## config.mk

```make
export PLATFORM = sky130hd
export DESIGN_NAME = har_ctrl
export DESIGN_NICKNAME = d
export VERILOG_FILES = /design/src/design/har_pkg.sv /design/src/design/har_ctrl.sv
export VERILOG_INCLUDE_DIRS = /design/src /design/src/design
export SDC_FILE = /design/constraint.sdc
export NUM_CORES = 1
export LEC_CHECK = 0
export BUFFER_PORTS_ARGS = -buffer_cell sky130_fd_sc_hd__buf_4
export CAP_MARGIN = 20
export CORE_MARGIN = 1.5
export CORE_UTILIZATION = 25
export CTS_BUF_LIST = sky130_fd_sc_hd__clkbuf_8 sky130_fd_sc_hd__clkbuf_16
export CTS_CLUSTER_SIZE = 20
export DETAILED_ROUTE_END_ITERATION = 6
export MAX_ROUTING_LAYER = met4
export PLACE_DENSITY_LB_ADDON = 0.08
export SLEW_MARGIN = 30
export SYNTH_ARGS = -nofsm -noshare
export SYNTH_HDL_FRONTEND = slang
export SYNTH_SLANG_ARGS = --single-unit
```

## constraint.sdc

```tcl
create_clock -name clk_i -period 1.85 [get_ports clk_i]
set_clock_uncertainty 0.1 [all_clocks]
set_input_delay 0.0925 -clock clk_i [delete_from_list [all_inputs] [get_ports clk_i]]
set_output_delay 0.0925 -clock clk_i [all_outputs]
set_load 0.1 [all_outputs]
```

## src/design/hopfield_annealing_relaxation_defines.svh

```systemverilog
// ----------------------------------------------------------------------------
// Assertion macros for the annealing relaxation block
// Concurrent checks on clk_i, disabled while rst_ni is low.
// ----------------------------------------------------------------------------
`ifndef HOPFIELD_ANNEALING_RELAXATION_DEFINES_SVH
`define HOPFIELD_ANNEALING_RELAXATION_DEFINES_SVH

`ifndef SYNTH
`define HAR_ASSERT(lbl, prop) \
  lbl: assert property (@(posedge clk_i) disable iff (!rst_ni) (prop)) \
    else $error("assertion failed");
`define HAR_ASSERT_NEVER(lbl, expr) \
  lbl: assert property (@(posedge clk_i) disable iff (!rst_ni) !(expr)) \
    else $error("forbidden condition");
`else
`define HAR_ASSERT(lbl, prop)
`define HAR_ASSERT_NEVER(lbl, expr)
`endif

`endif

```

## src/design/har_pkg.sv

```systemverilog
// ----------------------------------------------------------------------------
// har_pkg
// Shared types, constants and the activation table of the relaxation block.
// ----------------------------------------------------------------------------
`timescale 1ns / 1ps
`default_nettype none

package har_pkg;

  localparam int MAX_NEURONS = 64;
  localparam int NIDX_W      = 6;
  localparam int NCNT_W      = 7;
  localparam int Q_W         = 15;
  localparam int TEMP_W      = 16;
  localparam int CADDR_W     = 2 * NIDX_W;
  localparam int TANH_DEPTH  = 256;
  localparam int TIDX_W      = 8;
  localparam int SUM_W       = 21;
  localparam int PROD_W      = 36;
  localparam int PRODQ_W     = 30;
  localparam int DIVR_W      = 31;
  localparam int NET_W       = 37;
  localparam int PADDR_W     = 5;
  localparam int PDATA_W     = 32;

  localparam logic [Q_W-1:0]    Q14_ONE     = 15'd16384;
  localparam logic [NCNT_W-1:0] NCNT_MAX    = 7'd64;

  typedef enum logic [1:0] {
    REQ_PAIR   = 2'd0,
    REQ_NEURON = 2'd1,
    REQ_SWEEP  = 2'd2,
    REQ_READ   = 2'd3
  } req_e;

  typedef enum logic [2:0] {
    CFG_OMEGA  = 3'd0,
    CFG_NCOUNT = 3'd1,
    CFG_TSTART = 3'd2,
    CFG_TFINAL = 3'd3,
    CFG_LIMIT  = 3'd4
  } cfg_idx_e;

  typedef enum logic [3:0] {
    ST_CLEAR,
    ST_IDLE,
    ST_SUM,
    ST_SUM_LAST,
    ST_MULC,
    ST_DIVN,
    ST_WAITN,
    ST_MULQ,
    ST_NET,
    ST_DIVT,
    ST_WAITT,
    ST_ACT,
    ST_UPD,
    ST_FIN,
    ST_EMIT_SW,
    ST_EMIT_RD
  } state_e;

  typedef struct packed {
    logic [Q_W-1:0]    omega;
    logic [NCNT_W-1:0] ncount;
    logic [TEMP_W-1:0] tstart;
    logic [TEMP_W-1:0] tfinal;
    logic [Q_W-1:0]    limit;
  } cfg_t;

  typedef struct packed {
    logic clr_step;
    logic load_pair;
    logic load_neuron;
    logic read_issue;
    logic sweep_init;
    logic sum_step;
    logic mulc;
    logic divn_start;
    logic mulq;
    logic net;
    logic divt_start;
    logic act;
    logic upd;
    logic fin;
    logic res_load;
    logic res_read;
  } cmd_t;

  typedef struct packed {
    logic clr_done;
    logic j_last;
    logic i_last;
    logic div_busy;
    logic div_done;
    logic t_zero;
    logic out_busy;
  } status_t;

  typedef logic [Q_W-1:0] act_tbl_t [TANH_DEPTH];

  function automatic longint unsigned udiv_u64(longint unsigned num, longint unsigned den);
    longint unsigned rem;
    longint unsigned quo;
    rem = '0;
    quo = '0;
    for (int bitpos = 63; bitpos >= 0; bitpos--) begin
      rem = {rem[62:0], num[bitpos]};
      quo = {quo[62:0], 1'b0};
      if (rem >= den) begin
        rem = rem - den;
        quo = quo | 64'd1;
      end
    end
    return quo;
  endfunction

  function automatic longint unsigned neg_exp_q30(int unsigned k);
    longint unsigned v;
    longint unsigned term;
    longint unsigned sum;
    v    = (longint'(k) << 28) >> 8;
    term = 64'd1 << 30;
    sum  = 64'd1 << 30;
    for (int unsigned n = 1; n <= 7; n++) begin
      term = udiv_u64((term * v) >> 30, 64'(n));
      if (n[0]) begin
        sum = sum - term;
      end else begin
        sum = sum + term;
      end
    end
    for (int s = 0; s < 6; s++) begin
      sum = (sum * sum) >> 30;
    end
    return sum;
  endfunction

  function automatic act_tbl_t build_act_table();
    act_tbl_t        tbl;
    longint unsigned den;
    for (int unsigned k = 0; k < TANH_DEPTH; k++) begin
      den    = (64'd1 << 30) + neg_exp_q30(k);
      tbl[k] = Q_W'(udiv_u64((64'd16384 << 30) + (den >> 1), den));
    end
    return tbl;
  endfunction

  localparam act_tbl_t ACT_TABLE = build_act_table();

endpackage

`default_nettype wire

```

## src/design/har_ctrl.sv

```systemverilog
// ----------------------------------------------------------------------------
// har_ctrl
// Sequencer: clearing pass, transaction decode and sweep steps.
// ----------------------------------------------------------------------------
`timescale 1ns / 1ps
`default_nettype none

module har_ctrl (
  input  wire logic             clk_i,
  input  wire logic             rst_ni,
  input  wire logic             in_valid_i,
  output logic                  in_ready_o,
  input  wire logic [1:0]       req_type_i,
  input  wire har_pkg::status_t status_i,
  output har_pkg::cmd_t         cmd_o
);
  import har_pkg::*;
  `include "hopfield_annealing_relaxation_defines.svh"

  state_e state_q, state_d;
  req_e   req;

  assign req = req_e'(req_type_i);

  always_ff @(posedge clk_i or negedge rst_ni) begin
    if (!rst_ni) begin
      state_q <= ST_CLEAR;
    end else begin
      state_q <= state_d;
    end
  end

  always_comb begin
    state_d    = state_q;
    cmd_o      = '0;
    in_ready_o = 1'b0;
    unique case (state_q)
      ST_CLEAR: begin
        cmd_o.clr_step = 1'b1;
        if (status_i.clr_done) state_d = ST_IDLE;
      end
      ST_IDLE: begin
        in_ready_o = 1'b1;
        if (in_valid_i) begin
          unique case (req)
            REQ_PAIR:   cmd_o.load_pair = 1'b1;
            REQ_NEURON: cmd_o.load_neuron = 1'b1;
            REQ_SWEEP: begin
              cmd_o.sweep_init = 1'b1;
              state_d          = ST_SUM;
            end
            REQ_READ: begin
              cmd_o.read_issue = 1'b1;
              state_d          = ST_EMIT_RD;
            end
            default: state_d = ST_IDLE;
          endcase
        end
      end
      ST_SUM: begin
        cmd_o.sum_step = 1'b1;
        if (status_i.j_last) state_d = ST_SUM_LAST;
      end
      ST_SUM_LAST: state_d = ST_MULC;
      ST_MULC: begin
        cmd_o.mulc = 1'b1;
        state_d    = ST_DIVN;
      end
      ST_DIVN: begin
        cmd_o.divn_start = 1'b1;
        state_d          = ST_WAITN;
      end
      ST_WAITN: begin
        if (status_i.div_done) state_d = ST_MULQ;
      end
      ST_MULQ: begin
        cmd_o.mulq = 1'b1;
        state_d    = ST_NET;
      end
      ST_NET: begin
        cmd_o.net = 1'b1;
        state_d   = status_i.t_zero ? ST_ACT : ST_DIVT;
      end
      ST_DIVT: begin
        cmd_o.divt_start = 1'b1;
        state_d          = ST_WAITT;
      end
      ST_WAITT: begin
        if (status_i.div_done) state_d = ST_ACT;
      end
      ST_ACT: begin
        cmd_o.act = 1'b1;
        state_d   = ST_UPD;
      end
      ST_UPD: begin
        cmd_o.upd = 1'b1;
        state_d   = status_i.i_last ? ST_FIN : ST_SUM;
      end
      ST_FIN: begin
        cmd_o.fin = 1'b1;
        state_d   = ST_EMIT_SW;
      end
      ST_EMIT_SW: begin
        if (!status_i.out_busy) begin
          cmd_o.res_load = 1'b1;
          state_d        = ST_IDLE;
        end
      end
      ST_EMIT_RD: begin
        if (!status_i.out_busy) begin
          cmd_o.res_load = 1'b1;
          cmd_o.res_read = 1'b1;
          state_d        = ST_IDLE;
        end
      end
      default: state_d = ST_CLEAR;
    endcase
  end

  `HAR_ASSERT(a_clear_once, (state_q != ST_CLEAR) |=> (state_q != ST_CLEAR))
  `HAR_ASSERT_NEVER(a_div_overlap, (cmd_o.divn_start || cmd_o.divt_start) && status_i.div_busy)
  `HAR_ASSERT(a_sum_exit, (state_q == ST_SUM && state_d != ST_SUM) |-> status_i.j_last)
  `HAR_ASSERT(a_div_result, (state_q == ST_WAITT && state_d == ST_ACT) |-> !status_i.t_zero)

endmodule

`default_nettype wire

```

==> impl_summary.log, run 1 <==
[metrics] outcome: complete, no violations
[metrics] DRC violation count after routing: 0
[metrics] largest area contributor in the synthesized netlist: dfrtp_1
[metrics] family of cells with the greatest summed delay on the critical path: simple AND/OR/NAND/NOR gates
[metrics] register share of total power: approximately a tenth
[metrics] post-detail-place hpwl: roughly 1.2 mm
[metrics] YS warnings: 0
[metrics] wire length of the first global-routing pass: approximately 2.6 mm
[metrics] FF/Latch Area: 103 µm²
[metrics] H-tree levels: 1
[metrics] switching power as a share of total power: between 50 and 60%
[metrics] layout cell share with drive strength beyond 1: 59.6%
[metrics] initial core utilization: roughly a quarter
[metrics] number of nets with antenna violations after routing: 0
[metrics] count of routing violations after the opening detailed-route iteration: 14
[metrics] area used by multi-input combinational logic: 513 µm²
[metrics] Clock Sink Count: 4
[metrics] synth top area cells: dfrtp_1, nor2_1, nand2b_1
[metrics] Power per Cell Area: 2010 nW/µm²
[metrics] registers with the most flip-flops: state_q: 4 flops
[metrics] utilization after layout: ~54%
[metrics] Seq/Total Area, Yosys: a little under a fifth
[metrics] clock share of power: 8.8%
[metrics] largest voltage drop on the vdd net: around 0.0013 V
[metrics] Leak: 0.452 nW
[metrics] largest net degree at the start of global routing: 15
[metrics] cell area after synthesis: 523 µm²
[metrics] leading cell type in the layout, fill and taps excluded: buf_4
[metrics] Most common cell on crit path: buf_4
[metrics] endpoint type of the worst setup path: output port
[metrics] net switching power: 1.22 mW
[metrics] count of final setup violators: 0
[metrics] Avg WL per Cell: 12.2 µm
[metrics] number of synthesized register bits: 4
[metrics] number of antenna violations at the first check in global routing: 0
[metrics] placer's final routability congestion estimate: around 0.74
[metrics] maximum clock path buffer count: 2
[metrics] I/O Pins: 29
[metrics] Comb pwr share: 81.3%
[metrics] area of the die: 2380 µm²
[metrics] share of the clock period used by the worst path: 97.0%
[metrics] buffer and inverter count on the worst path: 2
[metrics] library cell contributing the largest single delay on the critical path: or2_2
[metrics] Avg Synthesized Cell Area: a little over 7 µm²
[metrics] stage delay of the slowest cell on the critical path: roughly 0.4 ns
[metrics] via count of the first global-routing pass: roughly 620
[metrics] register clock-pin slew on the reported worst setup and hold paths: about 0.030 ns
[metrics] capture instance of the worst register-to-register path: state_q[2]
[metrics] clock buffers created by TritonCTS: 3
[metrics] height of the chip: 48.7 µm
[metrics] Final Max Slew Viols: 0
[metrics] synth-to-layout area growth: 101%
[metrics] global-route congestion overflow total: 0
[metrics] Final Hold Violating Endpoints: 0
[metrics] cell row count: 16
[metrics] Int Pwr: around 0.9 mW
[metrics] floorplan die width: just under 50 µm
[metrics] Root Buffer Master: clkbuf_8
[metrics] Skew-Pair Late Insertion Delay: about 0.22 ns
[metrics] gr usage total: 14.4%
[metrics] share of Yosys cell area claimed by the top area cell type: 19.1%
[metrics] WS Path Type: flip-flop to output port
[metrics] Critical Path AT: 1.60 ns
[metrics] unrepaired setup endpoints after global routing: true
[metrics] total wirelength of the detailed-routed design: 1.66 mm
[metrics] core area: 1960 µm²
[metrics] slack of the worst reg-to-reg path: 0.13 ns
[metrics] Netlist cell types: 34
[metrics] via total after detailed routing: 660
[metrics] number of fillers in the final layout: 214
[metrics] cell-by-cell trace of the critical path: buf_4 > or2_2 > nor2_4 > buf_4
[metrics] Port Buffer Count: 27
[metrics] post-layout min period: 1.79 ns
[metrics] iteration count of the initial detailed-routing pass: 4
[metrics] worst hold margin: 0.109 ns
[metrics] maximum achievable frequency: about 560 MHz
[metrics] max FFs per register: 4
[metrics] cell count after synthesis: 73
[metrics] worst-margin pin slew: 0.335 ns
[metrics] Post-Synthesis Net Count: 85
[metrics] origin of the critical flop-to-flop path: state_q[3]
[metrics] required time at the endpoint of the critical path: 1.66 ns
[metrics] Final Net Count: 122
[metrics] Crit Path Max Fanout: 14
[metrics] type of the tightest min-delay check: input port to async pin
[metrics] clock tree from TritonCTS: built
[metrics] register name with the most flops: state_q
[metrics] highest-count cells in the layout ignoring fill and taps: buf_4, nor2_4, nand2_1
[metrics] count of maximum capacitance violations: 0
[metrics] via/cell ratio: ~4.9
[metrics] tightest slew margin relative to the limit: 77.6%
[metrics] startpoint type of the worst setup path: flip-flop
[metrics] Diodes inserted: 0
[metrics] worst r2r path cells: 5
==> cell families (layout without fill, tap and decap cells) <==
kind of cell | Yosys count | after routing | synth area share, %
and+or+nand+nor | 45 | 45 | 50.5
AOI/OAI and AO/OA | 16 | 16 | 22.3
buffers and inverters | 8 | 44 | 8.13
DFF | 4 | 4 | 19.1
==> power groups by stage <==
stage | Sequential, mW | Combinational, mW | Clock [mW]
floorplan | 0.196 | 1.31 | 0
global placement | 0.241 | 1.54 | 0
detailed placement | 0.242 | 1.55 | 0
CTS | 0.231 | 1.61 | 0.188
global route | 0.216 | 1.82 | 0.201
finish | 0.209 | 1.71 | 0.185
==> worst register-to-register path, delay by kind of cell, from the launching register on <==
kind            cells  cell delay (ns)
flops               1             0.43
buf+inv             1             0.14
simple gates        1             0.10
compound gates      3             0.83
==> per-layer routing <==
| layer | part of all wire [%] | vias to the layer above | track usage (%) |
|---|---|---|---|
| met2 | 50 | 18 | 24.4 |
| li1 | - | 337 | - |
| met1 | 46 | 303 | 17.0 |
| met3 | 3.3 | 2 | 3.09 |
| met5 | 0 | - | - |
| met4 | 0.85 | 0 | 4.29 |
==> per-stage QoR <==
stage	setup WS [ns]	total power, mW	area, µm²	std cells	TNS [ns]
6_report	0.0556	2.11	1050	136	0
5_1_grt	-0.00564	2.24	1050	136	-0.00596
4_1_cts	0.000603	2.03	995	134	0
3_5_place_dp	0.101	1.79	895	126	0
3_3_place_gp	0.119	1.78	895	126	0
2_1_floorplan	-1.24	1.51	661	73	-6.86
==> Yosys cell counts (all sizes together) <==
cell type	n
a2111oi	1
a211oi	1
a21oi	2
a221o	1
a31o	1
a32o	1
and2	1
and3	2
buf	5
clkbuf	2
dfrtp	4
inv	1
nand2	7
nand2b	5
nand3	4
nand3b	1
nor2	10
nor2b	2
nor3	4
nor3b	4
nor4b	3
o21a	1
o21ai	5
o31a	1
o31ai	1
o32a	1
or2	2
==> timing repair <==
action / in CTS / in global routing
hold buffers: 1 / 0
endpoints found under the hold margin: 4 / 0
endpoints found under the setup margin: 4 / 6
gates resized for setup: 6 / 7
setup buffers: 3 / 2
pin swaps: 2 / 3
==> cell type report <==
| cell class | instances | area share (%) |
|---|---|---|
| multi-input combinational | 61 | 48.9 |
| timing repair buffer | 39 | 33.5 |
| tap | 27 | 3.22 |
| clock buffer | 3 | 3.93 |
| inverter | 1 | 0.358 |
| sequential | 4 | 9.77 |
| clock inverter | 1 | 0.358 |
==> worst max-delay path by stage <==
stage	depth (start not counted)	start	slack [ns]	to
finish	4	state_q[1]	0.06	cmd_o[9]
global route	4	state_q[3]	-0.006	cmd_o[13]
CTS	4	state_q[1]	0.0006	cmd_o[15]
detailed placement	4	state_q[2]	0.10	cmd_o[13]
global placement	4	state_q[2]	0.12	cmd_o[13]
floorplan	4	state_q[2]	-1.24	cmd_o[13]
Note: power is estimated with default switching activity, not from simulation.
==> inputs of run 2 (changes only) <==
--- a/config.mk
+++ b/config.mk
@@ -13,7 +13,6 @@
 export CTS_BUF_LIST = sky130_fd_sc_hd__clkbuf_8 sky130_fd_sc_hd__clkbuf_16
 export CTS_CLUSTER_SIZE = 20
 export DETAILED_ROUTE_END_ITERATION = 6
-export MAX_ROUTING_LAYER = met4
 export PLACE_DENSITY_LB_ADDON = 0.08
 export SLEW_MARGIN = 30
 export SYNTH_ARGS = -nofsm -noshare
==> constraint.sdc (replaced) <==
create_clock -name clk_i -period 1.53 [get_ports clk_i]
set_clock_uncertainty 0.1 [all_clocks]
set_input_delay 0.0765 -clock clk_i [delete_from_list [all_inputs] [get_ports clk_i]]
set_output_delay 0.0765 -clock clk_i [all_outputs]
set_load 0.1 [all_outputs]
==> run 2 against run 1 <==
  * The run now ends with setup timing left
  * First-iteration DRC count up 14%
  * Combinational power up 88%
  * Register-to-register slack worse by 0.27 ns
  * Total power up 77%
  * Die area unchanged
  * Critical path type unchanged
  * Largest power group unchanged
==> impl_summary.log, run 2 (same netlist as run 1, synthesis figures left out) <==
[metrics] outcome: complete, but fails checks
[metrics] violated checks: setup timing
[metrics] unrepaired setup endpoints after global routing: true
[metrics] largest net degree at the start of global routing: 8 (-7)
[metrics] FF/Latch Area: 105 µm² (+2.4%)
[metrics] M1 WL: 968 µm (+27%)
[metrics] Diodes inserted: 0 (unchanged)
[metrics] Final Net Count: 141 (+16%)
[metrics] floorplan die width: 48.7 µm (unchanged)
[metrics] tightest slew margin relative to the limit: 80.3% (+2.7 points)
[metrics] total design power: 3.73 mW (+77%)
[metrics] initial core utilization: 26.7% (unchanged)
[metrics] startpoint type of the worst setup path: flip-flop
[metrics] Root Buffer Master: clkbuf_8
[metrics] height of the chip: 48.7 µm (unchanged)
[metrics] Power per Cell Area: 2420 nW/µm² (+20%)
[metrics] Final Max Slew Viols: 0 (unchanged)
[metrics] number of nets with antenna violations after routing: 0 (unchanged)
[metrics] endpoint type of the worst setup path: output port
[metrics] number of antenna violations at the first check in global routing: 0 (unchanged)
[metrics] count of maximum capacitance violations: 0 (unchanged)
[metrics] largest voltage drop on the vdd net: 0.00152 V (+19%)
[metrics] Routed met3 length: 138 µm (+160%)
[metrics] placer's final routability congestion estimate: 0.869 (+17%)
[metrics] worst-margin pin slew: 0.295 ns (-0.0404 ns)
[metrics] worst hold margin: 0.0990 ns (-0.0103 ns)
[metrics] highest-count cells in the layout ignoring fill and taps: buf_4, buf_12, buf_6
[metrics] post-layout min period: 1.81 ns
[metrics] final setup margin: -0.277 ns (-0.333 ns)
[metrics] count of final setup violators: 21 (+21)
[metrics] highest metal layer with signal wires: met4
[metrics] gr usage total: 19.3% (+4.9 points)
[metrics] required time at the endpoint of the critical path: 1.35 ns (-0.31 ns)
[metrics] clock buffers created by TritonCTS: 3 (unchanged)
[metrics] via total after detailed routing: 825 (+25%)
[metrics] clock tree from TritonCTS: built
[metrics] layout cell share with drive strength beyond 1: 77.3% (+18 points)
[metrics] number of fillers in the final layout: 109 (-49%)
[metrics] metal2 WL: 1.41 mm (+71%)
[metrics] DRC violation count after routing: 0 (unchanged)
[metrics] max FFs per register: 4 (unchanged)
[metrics] via count of the first global-routing pass: 758 (+21%)
[metrics] Port Buffer Count: 27 (unchanged)
[metrics] global-route congestion overflow total: 0 (unchanged)
[metrics] maximum achievable frequency: 553 MHz
[metrics] cell row count: 16 (unchanged)
[metrics] I/O Pins: 29 (unchanged)
[metrics] WS Path Type: flip-flop to output port
[metrics] share of the clock period used by the worst path: 118%
[metrics] H-tree levels: 1 (unchanged)
[metrics] maximum clock path buffer count: 2 (unchanged)
[metrics] type of the tightest min-delay check: input port to async pin
[metrics] area of the die: 2380 µm² (unchanged)
[metrics] Skew-Pair Late Insertion Delay: 0.22 ns (about the same)
[metrics] synth-to-layout area growth: 195%
[metrics] via/cell ratio: 5.32 (+9.7%)
[metrics] count of routing violations after the opening detailed-route iteration: 16 (+2)
[metrics] Crit Path Max Fanout: 4 (-10)
[metrics] Clock Sink Count: 4 (unchanged)
[metrics] register clock-pin slew on the reported worst setup and hold paths: 0.04 ns (about the same)
[metrics] iteration count of the initial detailed-routing pass: 4 (unchanged)
[metrics] registers with the most flip-flops: state_q: 4 flops
[metrics] total wirelength of the detailed-routed design: 2.59 mm (+57%)
[metrics] Final Hold Violating Endpoints: 0 (unchanged)
[metrics] utilization after layout: 78.8% (+25 points)
[metrics] register name with the most flops: state_q
[metrics] area used by multi-input combinational logic: 644 µm² (+26%)
[metrics] Critical Path AT: 1.63 ns (+0.03 ns)
[metrics] Avg WL per Cell: 16.7 µm (+37%)
[metrics] Leak: 0.638 nW (+41%)
[metrics] wire length of the first global-routing pass: 3.57 mm (+36%)
[metrics] core area: 1960 µm² (unchanged)
[metrics] leading cell type in the layout, fill and taps excluded: buf_4
[metrics] post-detail-place hpwl: 1.34 mm (+13%)
==> run 2: cell type report <==
| class | count | area share (%) |
|---|---|---|
| timing repair buffer | 58 | 46.2 |
| sequential | 4 | 6.80 |
| clock inverter | 1 | 0.243 |
| clock buffer | 3 | 2.67 |
| tap | 27 | 2.19 |
| inverter | 1 | 0.243 |
| multi-input combinational | 61 | 41.7 |
==> run 2: what timing repair did <==
| action | 4_1_cts | 5_1_grt |
|---|---|---|
| setup buffers | 5 | 9 |
| gates resized for setup | 72 | 18 |
| pin swaps | 16 | 15 |
| endpoints found under the hold margin | 4 | 0 |
| setup endpoints to repair | 21 | 21 |
| hold buffers | 1 | 0 |
==> run 2: per-layer routing <==
layer | vias up | global-route usage [%]
met2 | 32 | 36.1
met4 | 0 | 5.71
met3 | 6 | 1.54
li1 | 377 | -
met1 | 410 | 23.3
met5 | - | 0
==> run 2: through the flow <==
| stage | instances | setup TNS, ns | worst slack (ns) | instance area, µm² |
|---|---|---|---|---|
| after floorplan | 73 | -10.22 | -1.55 | 706 |
| after global placement | 136 | -0.417 | -0.105 | 1000 |
| after detailed placement | 136 | -0.556 | -0.109 | 1000 |
| after CTS | 146 | -1.69 | -0.254 | 1400 |
| after global routing | 155 | -3.55 | -0.324 | 1550 |
| final | 155 | -2.87 | -0.277 | 1550 |
==> run 2: worst max-delay path, cell delays in order (launching register included) <==
cell and delay, ns:
dfrtp_2 0.43, nor4b_4 0.36, nand2_4 0.15, nor3b_4 0.25
buf_12 0.21
==> run 2: final timing paths <==
kind | end | cells after the start | start | slack [ns]
hold reg to reg | state_q[2] | 3 | state_q[1] | 0.72
setup / recovery | cmd_o[13] | 4 | state_q[3] | -0.28
min in group clk_i | state_q[0] | 3 | status_i[4] | 0.15
hold / removal | state_q[2] | 2 | rst_ni | 0.1
max in group asynchronous | state_q[0] | 2 | rst_ni | 1.11
setup reg to reg | state_q[0] | 6 | state_q[3] | -0.14
==> run 2: where the power goes <==
group          leakage, nW  internal, mW  total [mW]  switching [mW]
combinational        0.569          1.47        3.22            1.74
sequential          0.0423         0.178       0.286           0.108
clock               0.0269         0.172       0.232          0.0605
